[config.mk]
export PLATFORM = sky130hd
export DESIGN_NAME = pbg_ctrl
export DESIGN_NICKNAME = d
export VERILOG_FILES = /design/src/sv/pbg_pkg.sv /design/src/sv/pbg_ctrl.sv
export SDC_FILE = /design/constraint.sdc
export NUM_CORES = 1
export LEC_CHECK = 0
export BUFFER_PORTS_ARGS = -buffer_cell sky130_fd_sc_hd__buf_4
export CAP_MARGIN = 20
export CORE_MARGIN = 2
export CORE_UTILIZATION = 40
export CTS_CLUSTER_DIAMETER = 60
export DETAILED_ROUTE_END_ITERATION = 12
export PLACE_DENSITY = 0.93
export SLEW_MARGIN = 5
export SYNTH_ARGS = -nofsm -noshare
export SYNTH_HDL_FRONTEND = slang
export SYNTH_SLANG_ARGS = --single-unit
export TNS_END_PERCENT = 5
[constraint.sdc]
create_clock -name clk -period 3.3 [get_ports clk]
set_input_delay 0.66 -clock clk [delete_from_list [all_inputs] [get_ports clk]]
set_output_delay 0.66 -clock clk [all_outputs]
set_load 0.02 [all_outputs]
[src/sv/pbg_pkg.sv]
// ---------------------------------------------------------------------------
// pbg_pkg: shared types and constants of the prior box generator
// Words of the input and result channels, configuration register indexes,
// fixed arithmetic widths and the controller to datapath command bundle.
// ---------------------------------------------------------------------------
`default_nettype none
package pbg_pkg;

  localparam int ROW_W   = 10;
  localparam int COORD_W = 16;
  localparam int DIM_W   = 12;
  localparam int STEP_W  = 16;
  localparam int MODE_W  = 15;
  localparam int PACK_W  = 64;
  localparam int FLD_W   = 16;
  localparam int IDX_W   = 2;
  localparam int CNT_W   = 3;
  localparam int CFG_IDX_W = 3;

  localparam int CX_W    = 35;
  localparam int W_W     = 34;
  localparam int H_W     = 52;
  localparam int SR_W    = 22;
  localparam int ROOT_W  = 32;
  localparam int RAD_W   = 64;
  localparam int NUM_W   = 56;
  localparam int BIAS_W  = 31;
  localparam int CDIV_W  = 31;
  localparam int DEN_W   = 15;

  localparam logic [FLD_W-1:0] RATIO_ONE = 16'd4096;
  localparam logic [H_W-1:0]   HUGE_SIDE = 52'h100_0000_0000;
  localparam logic [18:0]      BIAS_MUL  = 19'd262148;

  localparam logic [CFG_IDX_W-1:0] CFG_IMAGE_WIDTH  = 3'd0;
  localparam logic [CFG_IDX_W-1:0] CFG_IMAGE_HEIGHT = 3'd1;
  localparam logic [CFG_IDX_W-1:0] CFG_STEP_X       = 3'd2;
  localparam logic [CFG_IDX_W-1:0] CFG_STEP_Y       = 3'd3;
  localparam logic [CFG_IDX_W-1:0] CFG_PRIOR_MODE   = 3'd4;
  localparam logic [CFG_IDX_W-1:0] CFG_MIN_SIZES    = 3'd5;
  localparam logic [CFG_IDX_W-1:0] CFG_MAX_SIZES    = 3'd6;
  localparam logic [CFG_IDX_W-1:0] CFG_RATIOS       = 3'd7;

  typedef struct packed {
    logic [ROW_W-1:0] cell_row;
    logic [ROW_W-1:0] cell_col;
  } in_word_t;

  typedef struct packed {
    logic signed [COORD_W-1:0] x_min;
    logic signed [COORD_W-1:0] y_min;
    logic signed [COORD_W-1:0] x_max;
    logic signed [COORD_W-1:0] y_max;
    logic                      last_box;
  } out_word_t;

  typedef struct packed {
    logic             load;
    logic             side_sq;
    logic             prep_max;
    logic             sqrt_start;
    logic             sqrt_ratio;
    logic             side_root;
    logic             hdiv_start;
    logic             h_load;
    logic             corner_start;
    logic             emit;
    logic             last;
    logic [IDX_W-1:0] min_idx;
    logic [IDX_W-1:0] rat_idx;
  } cmd_t;

  typedef struct packed {
    logic sqrt_done;
    logic hdiv_done;
    logic corner_done;
    logic sr_zero;
  } sts_t;

endpackage
`default_nettype wire

[src/sv/pbg_ctrl.sv]
// ---------------------------------------------------------------------------
// pbg_ctrl: box sequencer of the generator
// Walks the minimum sizes, the optional max square and the aspect ratios of
// one cell and steps the datapath units through each box.
// ---------------------------------------------------------------------------
`default_nettype none
module pbg_ctrl #(
  parameter int MAX_MIN_SIZES = 4,
  parameter int MAX_RATIOS    = 4
) (
  input  wire logic                       clk,
  input  wire logic                       rst_n,
  input  wire logic                       start,
  input  wire logic [pbg_pkg::MODE_W-1:0] prior_mode,
  input  wire logic [pbg_pkg::PACK_W-1:0] ratios_packed,
  input  wire pbg_pkg::sts_t              sts,
  output pbg_pkg::cmd_t                   cmd,
  output logic                            busy
);

  localparam int FW = pbg_pkg::FLD_W;
  localparam int CW = pbg_pkg::CNT_W;

  typedef enum logic [3:0] {
    S_IDLE, S_SEL, S_MAX_MUL, S_SQRT, S_HDIV_GO, S_HDIV,
    S_CORNER_GO, S_CORNER, S_EMIT
  } state_t;

  typedef enum logic [1:0] {K_SQ, K_MAX, K_RAT} kind_t;

  state_t                   state_r, state_nxt;
  kind_t                    kind_r, kind_nxt;
  logic [pbg_pkg::IDX_W-1:0] s_r, s_nxt;
  logic [CW-1:0]            r_r, r_nxt;

  logic [CW-1:0] nmin, nrat;
  logic          max_en, s_last, last_c;
  logic [3:0]    rat_ok;
  logic [FW-1:0] ratio;

  function automatic logic more_rat(input logic [CW-1:0] from, input logic [CW-1:0] cnt,
                                    input logic [3:0] ok);
    logic any;
    any = 1'b0;
    for (int j = 0; j < 4; j++) begin
      if (CW'(j) >= from && CW'(j) < cnt && ok[j]) begin
        any = 1'b1;
      end
    end
    return any;
  endfunction

  always_comb begin
    nmin = (prior_mode[10:8] > CW'(MAX_MIN_SIZES)) ? CW'(MAX_MIN_SIZES) : prior_mode[10:8];
    nrat = (prior_mode[14:12] > CW'(MAX_RATIOS)) ? CW'(MAX_RATIOS) : prior_mode[14:12];
    max_en = prior_mode[11];
    for (int j = 0; j < 4; j++) begin
      rat_ok[j] = ratios_packed[FW*j +: FW] != pbg_pkg::RATIO_ONE;
    end
    ratio  = ratios_packed[FW*r_r[pbg_pkg::IDX_W-1:0] +: FW];
    s_last = ({1'b0, s_r} + CW'(1)) == nmin;
    case (kind_r)
      K_SQ:    last_c = !(max_en || more_rat('0, nrat, rat_ok) || !s_last);
      K_MAX:   last_c = !(more_rat('0, nrat, rat_ok) || !s_last);
      K_RAT:   last_c = !(more_rat(r_r + CW'(1), nrat, rat_ok) || !s_last);
      default: last_c = 1'b1;
    endcase
  end

  always_comb begin
    state_nxt = state_r;
    kind_nxt  = kind_r;
    s_nxt     = s_r;
    r_nxt     = r_r;
    cmd            = '0;
    cmd.min_idx    = s_r;
    cmd.rat_idx    = r_r[pbg_pkg::IDX_W-1:0];
    cmd.sqrt_ratio = (kind_r == K_RAT);
    cmd.last       = last_c;
    case (state_r)
      S_IDLE: begin
        if (start) begin
          cmd.load = 1'b1;
          kind_nxt = K_SQ;
          s_nxt    = '0;
          r_nxt    = '0;
          if (nmin != '0) begin
            state_nxt = S_SEL;
          end
        end
      end
      S_SEL: begin
        case (kind_r)
          K_SQ: begin
            cmd.side_sq = 1'b1;
            state_nxt   = S_CORNER_GO;
          end
          K_MAX: begin
            cmd.prep_max = 1'b1;
            state_nxt    = S_MAX_MUL;
          end
          default: begin
            if (r_r >= nrat) begin
              s_nxt    = s_r + 1'b1;
              kind_nxt = K_SQ;
              r_nxt    = '0;
            end else if (ratio == pbg_pkg::RATIO_ONE) begin
              r_nxt = r_r + 1'b1;
            end else begin
              cmd.sqrt_start = 1'b1;
              state_nxt      = S_SQRT;
            end
          end
        endcase
      end
      S_MAX_MUL: begin
        cmd.sqrt_start = 1'b1;
        state_nxt      = S_SQRT;
      end
      S_SQRT: begin
        if (sts.sqrt_done) begin
          cmd.side_root = 1'b1;
          state_nxt     = (kind_r == K_RAT) ? S_HDIV_GO : S_CORNER_GO;
        end
      end
      S_HDIV_GO: begin
        if (sts.sr_zero) begin
          state_nxt = S_CORNER_GO;
        end else begin
          cmd.hdiv_start = 1'b1;
          state_nxt      = S_HDIV;
        end
      end
      S_HDIV: begin
        if (sts.hdiv_done) begin
          cmd.h_load = 1'b1;
          state_nxt  = S_CORNER_GO;
        end
      end
      S_CORNER_GO: begin
        cmd.corner_start = 1'b1;
        state_nxt        = S_CORNER;
      end
      S_CORNER: begin
        if (sts.corner_done) begin
          state_nxt = S_EMIT;
        end
      end
      S_EMIT: begin
        cmd.emit = 1'b1;
        if (last_c) begin
          state_nxt = S_IDLE;
        end else begin
          state_nxt = S_SEL;
          case (kind_r)
            K_SQ: begin
              kind_nxt = max_en ? K_MAX : K_RAT;
              r_nxt    = '0;
            end
            K_MAX: begin
              kind_nxt = K_RAT;
              r_nxt    = '0;
            end
            default: begin
              r_nxt = r_r + 1'b1;
            end
          endcase
        end
      end
      default: begin
        state_nxt = S_IDLE;
      end
    endcase
  end

  always_ff @(posedge clk) begin
    if (!rst_n) begin
      state_r <= S_IDLE;
      kind_r  <= K_SQ;
      s_r     <= '0;
      r_r     <= '0;
    end else begin
      state_r <= state_nxt;
      kind_r  <= kind_nxt;
      s_r     <= s_nxt;
      r_r     <= r_nxt;
    end
  end

  assign busy = (state_r != S_IDLE);

endmodule
`default_nettype wire

## Word-level counts from Yosys, hierarchy flattened

Cells that the tools add are included.

- Output and inout bits: 16
- Bits of input ports: 86
- Word-level logic and storage cells: 138
- Bits in registers: 11

- Equal/unequal tests: 28
- Shift-type cells: 1
- Multiplexer cells: 60
- Reductions and logical operators: 31
- Add/sub/neg operators: 3
- Magnitude comparators: 11

Operators with widths:

| kind | count |
|---|---|
| 16-bit by 13-bit inequality test with 1-bit output, second input constant | 4 |
| 64-bit by 7-bit indexed part select with 16-bit output | 1 |
| 4-bit case mux with 9 select lines | 1 |
| 4-bit two-way mux | 7 |
| 1-bit two-way mux | 27 |
| 3-bit two-way mux | 8 |
| 2-bit two-way mux | 10 |
| 16-bit by 13-bit == test with 1-bit output, second input constant | 1 |
| 4-bit by 3-bit == test with 1-bit output, second input constant | 4 |
| 2-bit inequality test, second input constant | 8 |
| 1-bit logical AND | 12 |
| 3-bit case mux with 3 select lines | 1 |
| 4-bit by 2-bit == test with 1-bit output, second input constant | 2 |
| 4-bit inequality test, second input constant | 2 |
| 2-bit case mux with 2 select lines | 2 |
| 4-bit case mux with 2 select lines | 1 |
| 7-bit AND reduction | 1 |
| 1-bit by 3-bit greater-or-equal comparator with 1-bit output, first input constant | 2 |
| 2-bit by 3-bit greater-or-equal comparator with 1-bit output, first input constant | 2 |
| 3-bit > comparator, second input constant | 2 |
| 1-bit by 3-bit < comparator with 1-bit output, first input constant | 2 |
| 2-bit by 3-bit < comparator with 1-bit output, first input constant | 2 |
| 3-bit inequality test, second input constant | 2 |
| 2-bit case mux with 3 select lines | 1 |
| 22 further kinds | 29 |

## Depth between registers and ports, before layout

Gate-level depths: netlist of the first run.

- Word-level depth: 15
- Mapped depth: 9
- Mapped depth without buffers: 9

## Worst setup path before layout of the first run

Ideal clock, no wire load.

- Path kind: input-to-output
- From: in prior_mode[12] (netlist name)
- To: out cmd[11] (netlist name)
- Required time: 2.640 ns
- Stages: 8
- Path buffers: 0
- Slack: 0.600 ns
- Arrival time: 2.040 ns
- Path through: nor2b_1 -> ha_1 -> nand2b_1 -> a21o_1 -> a21oi_1 -> nand2_2 -> o21ai_0 -> and2_1

RTL lines:

| item | line | RTL |
|---|---|---|
| start: declaration | pbg_ctrl.sv:14 | `input wire logic [pbg_pkg::MODE_W-1:0] prior_mode,` |
| end: declaration | pbg_ctrl.sv:17 | `output pbg_pkg::cmd_t cmd,` |

==> results.cfg, run 1 <==
[die]
die_x_um = 61.09
core_area_um2 = 3078
die_h_um = 61.09
io_pins = 102
initial_utilization_pct = 42.36
die_area_um2 = 3732
num_rows = 20

[timing]
slew_violations = 0
relSlewSlack_pct = 63.01
fmax_ghz = 0.3208
hold_viol = 0
min_period_ns = 3.117
fin_setup_tns_ns = 0
skew_ns = 0.002450
fin_crit_sh_pct = 94.45
worst-slew-pin-transition_ns = 0.5409
setup_viol = 0
rsz0062_at_grt = no

[yosys]
yosys.area.top_type = dfxtp_1
yosysUniqueCellTypes = 53
synth-edff-count = 0
netlist_top_cells_area = dfxtp_1, ha_1, a21oi_1
async_flop_share_pct = 0
synth_nets = 268
syn_inst = 175
yosys_warnings = 0
synth-main-ff-cell = dfxtp_1
ys_ff_latch = 11
seq_area_frac_synth_pct = 16.89
syn_area_um2 = 1304
avgSynthCellArea_um2 = 7.450
yosys.area.top_type_share_pct = 16.89

[drt]
wl_um = 4286
drt_iter0_markers = 42
vias_per_cell = 5.600
drcViolationCount = 0
ant_nets = 0
drt-pass1-iter-count = 4
wl_per_cell_um = 13.83
dr_total_vias = 1736

[critical_path]
cp-end-kind = output port
crit_buf_inv = 1
cpLargestDelayFamily = simple AND/OR/NAND/NOR gates
path_depth = 8
path_class = register to output port
critical_path_arrival_ns = 2.46
critPathMaxStageDelay_ns = 0.52
ff2ff_path_depth = 9
worstPathCellList = ha_1, xor2_1, nor2_1, and3_1, or3_1, a21bo_2, nand2_1, buf_4
cp-startpoint = r_r[0]
critPathMaxFanout = 10
cp_slowest_cell = dfxtp_1
crit_end = cmd[4]
ff2ff_setup_slack_ns = 0.77
reg2reg_from = r_r[0]
r2r-end = r_r[0]
start_kind = register
crit_required_ns = 2.64

[cells_and_area]
area_growth_pct = 57.77
final_cell_mix = buf_4, nand2_1, nor2_1
drive_above_1_share_pct = 42.48
fill_cells = 276
diodes = 0
final_cells = 310
layout.nets = 360
register_area_um2 = 220.2
multi_input_area_um2 = 1005
final_common_cell = buf_4

[power_and_ir_drop]
power.leakage_uw = 0.0009217
irDropWorstVdd_v = 0.0003708
power.density_nw_per_um2 = 442.7

[clock_network]
hold_buffers = 0
cts_root_buf = clkbuf_4
clk_pin_slew_ns = 0.07
clk_latency_ns = 0.26
clockBufferDepth = 2
cts_setup_buffers = 0
htreeDepth = 1
cts_made_buffers = 3
cts_tree = yes
cts.sinks = 11
cts_resized = 0

[worst_hold_path]
min_path_type = register to register

[run]
maxCapViolations = 0

[grt]
grt_pass1_wl_um = 6755
grt_max_degree = 15
grt_pass1_vias = 1640
grt_antenna_before_repair = 0
grt.total_usage_pct = 23.76
overflow = 0

[placement]
io_buffers = 93
dp_cells = 306
gp_congestion = 0.9023
dpl.hpwl_um = 3682

[run_status]
status = completed
## state kept, by name, summed over array words and instances, names as in the netlist
| signal | count |
|---|---|
| state_r | 4 |
| r_r | 3 |
| kind_r | 2 |
| s_r | 2 |
## final cells by class
type | count | area share (%)
Multi-Input combinational cell | 146 | 48.84
Timing Repair Buffer | 95 | 34.67
Sequential cell | 11 | 10.71
Tap cell | 44 | 2.676
Inverter | 10 | 1.825
Clock buffer | 4 | 1.277
## synthesized netlist by cell type, drive strengths merged (2+ instances only)
library cell,n
nand2,17
nand3,3
dfxtp,11
xnor2,2
nor4,14
o22ai,3
nor2b,4
o211ai,2
nor4b,7
and2,2
a32oi,2
a31oi,2
xor2,2
clkbuf,4
o21ai,3
nor2,17
ha,7
or2,2
a21oi,15
nand2b,5
nand4,4
inv,9
nor3,5
and3,2
buf,4
or3,4
a41oi,2
a211oi,2
## layer usage
layer / wire length, um / up-vias / GRT usage [%] / share of wire [%]
met5: 0 / - / 0 / 0
met4: 104 / 0 / 11.18 / 2.4
met3: 481 / 16 / 6.513 / 11
met2: 2105 / 90 / 42.25 / 49
met1: 1595 / 779 / 26.03 / 37
li1: - / 851 / - / -
## worst reg2reg max path, cell delays in order (launching register included)
cell and delay, ns:
dfxtp_1 0.52, inv_1 0.09, ha_1 0.29, nand2b_1 0.14, a21o_1 0.17, a21oi_1 0.27
buf_4 0.18, a22oi_1 0.14, or4_1 0.53, a21oi_1 0.13
## worst min-delay path by stage
stage,from,end,slack [ns],cells after the start
3_5_place_dp,s_r[1],s_r[1],0.48,2
2_1_floorplan,kind_r[0],kind_r[0],0.50,2
4_1_cts,s_r[1],s_r[1],0.49,2
6_report,s_r[1],s_r[1],0.49,2
5_1_grt,s_r[1],s_r[1],0.51,2
3_3_place_gp,s_r[1],s_r[1],0.47,2
## logic make-up after synthesis
group | Yosys count | synth area share [%]
AO/OA/AOI/OAI | 43 | 22.17
XOR/XNOR | 4 | 2.688
adder cells (fa/ha/maj) | 7 | 6.718
buffers and inverters | 18 | 6.045
flip-flops | 11 | 16.89
multiplexers | 2 | 2.495
AND/OR/NAND/NOR | 90 | 43.00
## stage by stage
| stage | area (um2) | worst slack [ns] | hold slack (ns) | total power (uW) | utilization (%) |
|---|---|---|---|---|---|
| floorplan | 1304 | 0.6000 | 0.5044 | 581.1 | - |
| global placement | 2031 | 0.3558 | 0.4707 | 793.2 | 65.98 |
| detailed placement | 2031 | 0.3364 | 0.4792 | 812.9 | 65.98 |
| CTS | 2057 | 0.2180 | 0.4944 | 903.7 | 66.83 |
| global route | 2057 | 0.08936 | 0.5090 | 984.6 | 66.83 |
| finish | 2057 | 0.1831 | 0.4929 | 910.5 | 66.83 |
## where the power goes
part           leakage [uW]  internal [uW]  switching, uW  total (uW)
clock             0.0000150           46.7           43.3        90.0
sequential        0.0000893            157           72.4         230
combinational      0.000817            273            318         591
total              0.000922            477            434         911
Note: power is estimated with default switching activity, not from simulation.
==> run 2, diff against run 1 <==
- CORE_UTILIZATION: 40 -> 36
- PLACE_DENSITY: 0.93 -> 0.89
- clock period: 3.3 -> 2.55 ns (I/O delays scaled with it)
==> run 2 against run 1 <==
The flow now finishes with violations (setup timing). Cell count up 8.4%. Hold slack worse by 0.0041 ns. Sequential share of layout area down 1.5 points. Via count up 7.6%. First-iteration DRC count rose to 3.4 times the previous value. Power up 46%. Non-clock buffer count up 24. Clock power up 28%. Flip-flop and latch count unchanged. Die area up 10%. Core utilization up 5.6 points. Worst setup slack worse by 0.23 ns. Highest routed layer unchanged.
==> results.cfg, run 2 (synthesis gave the netlist of run 1 again) <==
[die]
die_area_um2 = 4119
initial_utilization_pct = 38.17
num_rows = 21
die_x_um = 64.18
io_pins = 102
die_h_um = 64.18
core_area_um2 = 3416

[timing]
relSlewSlack_pct = 57.20
slew_violations = 0
worst-slew-pin-transition_ns = 0.6259
rsz0062_at_grt = yes
fin_crit_sh_pct = 101.9
setup_viol = 2
fin_ws_ns = -0.04954
skew_ns = 0.003608
fmax_ghz = 0.3847
hold_viol = 0
min_period_ns = 2.600

[clock_network]
cts_made_buffers = 3
cts_root_buf = clkbuf_4
clk_pin_slew_ns = 0.07
clk_latency_ns = 0.26
cts.sinks = 11
hold_buffers = 0
cts_tree = yes
htreeDepth = 1
clockBufferDepth = 2

[critical_path]
cp_slowest_cell = dfxtp_4
critical_path_arrival_ns = 2.09
crit_required_ns = 2.04
critPathMaxStageDelay_ns = 0.42
worstPathCellList = ha_4, xor2_1, nor2_1, and3_4, or3_1, a21bo_2, nand2_2, buf_6
critPathMaxFanout = 6
crit_buf_inv = 1
cp-end-kind = output port
path_depth = 8
reg2reg_from = r_r[0]
start_kind = register
ff2ff_path_depth = 11
cpLargestDelayFamily = simple AND/OR/NAND/NOR gates
cp-startpoint = r_r[0]
path_class = register to output port

[cells_and_area]
layout.nets = 384
final_common_cell = buf_4
regMostFlops = state_r
drive_above_1_share_pct = 54.83
fill_cells = 234
top_regs = state_r: 4 flops, r_r: 3 flops
final_util_pct = 72.38
final_cell_mix = buf_4, nor2_1, nand2_1
largest_reg_flops = 4
diodes = 0
area_growth_pct = 89.64

[grt]
overflow = 0
grt_pass1_vias = 1809
grt_max_degree = 15
grt_pass1_wl_um = 7838
grt.total_usage_pct = 23.21
grt_antenna_before_repair = 0

[placement]
gp_congestion = 0.8988
place_ws_ns = -0.09600
io_buffers = 93
dpl.hpwl_um = 3735

[drt]
wl_um = 5344
drt_iter0_markers = 144
drcViolationCount = 0
wl_per_cell_um = 15.90
ant_nets = 0
vias_per_cell = 5.560
drt-pass1-iter-count = 4
dr_total_vias = 1868

[worst_hold_path]
hold_depth = 2
hold_start = s_r[1]
min_path_type = register to register

[power_and_ir_drop]
power.density_nw_per_um2 = 536.5
irDropWorstVdd_v = 0.0004404
power.leakage_uw = 0.001078

[run]
maxCapViolations = 0

[run_status]
status = finished with violations
failed_checks = setup timing
## run 2: cell count changes in the layout (fill, tap and decap cells not counted), sizes merged
cell / before / now
buf: 95 / 119
## run 2: metal layers
| metal | global-route usage [%] | up-vias | part of all wire (%) |
|---|---|---|---|
| met3 | 5.106 | 8 | 9.4 |
| met5 | 0 | - | 0 |
| met1 | 25.99 | 862 | 35 |
| met2 | 43.49 | 100 | 54 |
| met4 | 6.649 | 0 | 1.1 |
| li1 | - | 898 | - |
## run 2: worst min-delay path: stages (launching register included)
cell and delay (ns):
dfxtp_1 0.33, nand2_1 0.06, a21oi_1 0.05
## run 2: power by group
group | switching [uW] | internal [uW] | leakage, uW | total, uW
combinational | 463 | 440 | 0.000972 | 903
clock | 54.6 | 60.4 | 0.0000150 | 115
sequential | 100 | 208 | 0.0000909 | 308
## run 2: timing repair
item | in CTS | in global routing
buffers inserted | 4 | 1
setup endpoints to repair | 2 | 7
endpoints found under the hold margin | 0 | 0
pin swaps | 8 | 13
gates resized for setup | 23 | 21
## run 2: final timing paths
kind	to	slack, ns
setup reg to reg	r_r[1]	0.10
hold reg to reg	s_r[1]	0.49
hold / removal	s_r[1]	0.49
setup / recovery	cmd[4]	-0.05
## run 2: cell type report
class                   count  area [um2]  area share, %
multi-input cells         146        1201          48.58
inverters                  10       37.54          1.518
repair buffers            119       923.4          37.35
flip-flops and latches     11       226.5          9.160
clock buffers               4       26.28          1.063
well taps                  46       57.56          2.328
## run 2: stage by stage
step,area (um2),total power (uW),std cells,hold slack (ns),setup TNS (ns)
floorplan,1304,752.1,175,0.5044,0
finish,2472,1327,336,0.4889,-0.05789
detailed placement,2176,1095,327,0.4713,-0.2553
global route,2472,1421,336,0.5202,-0.1968
CTS,2349,1258,335,0.4901,-0.007781
global placement,2176,1074,327,0.4748,-0.1571
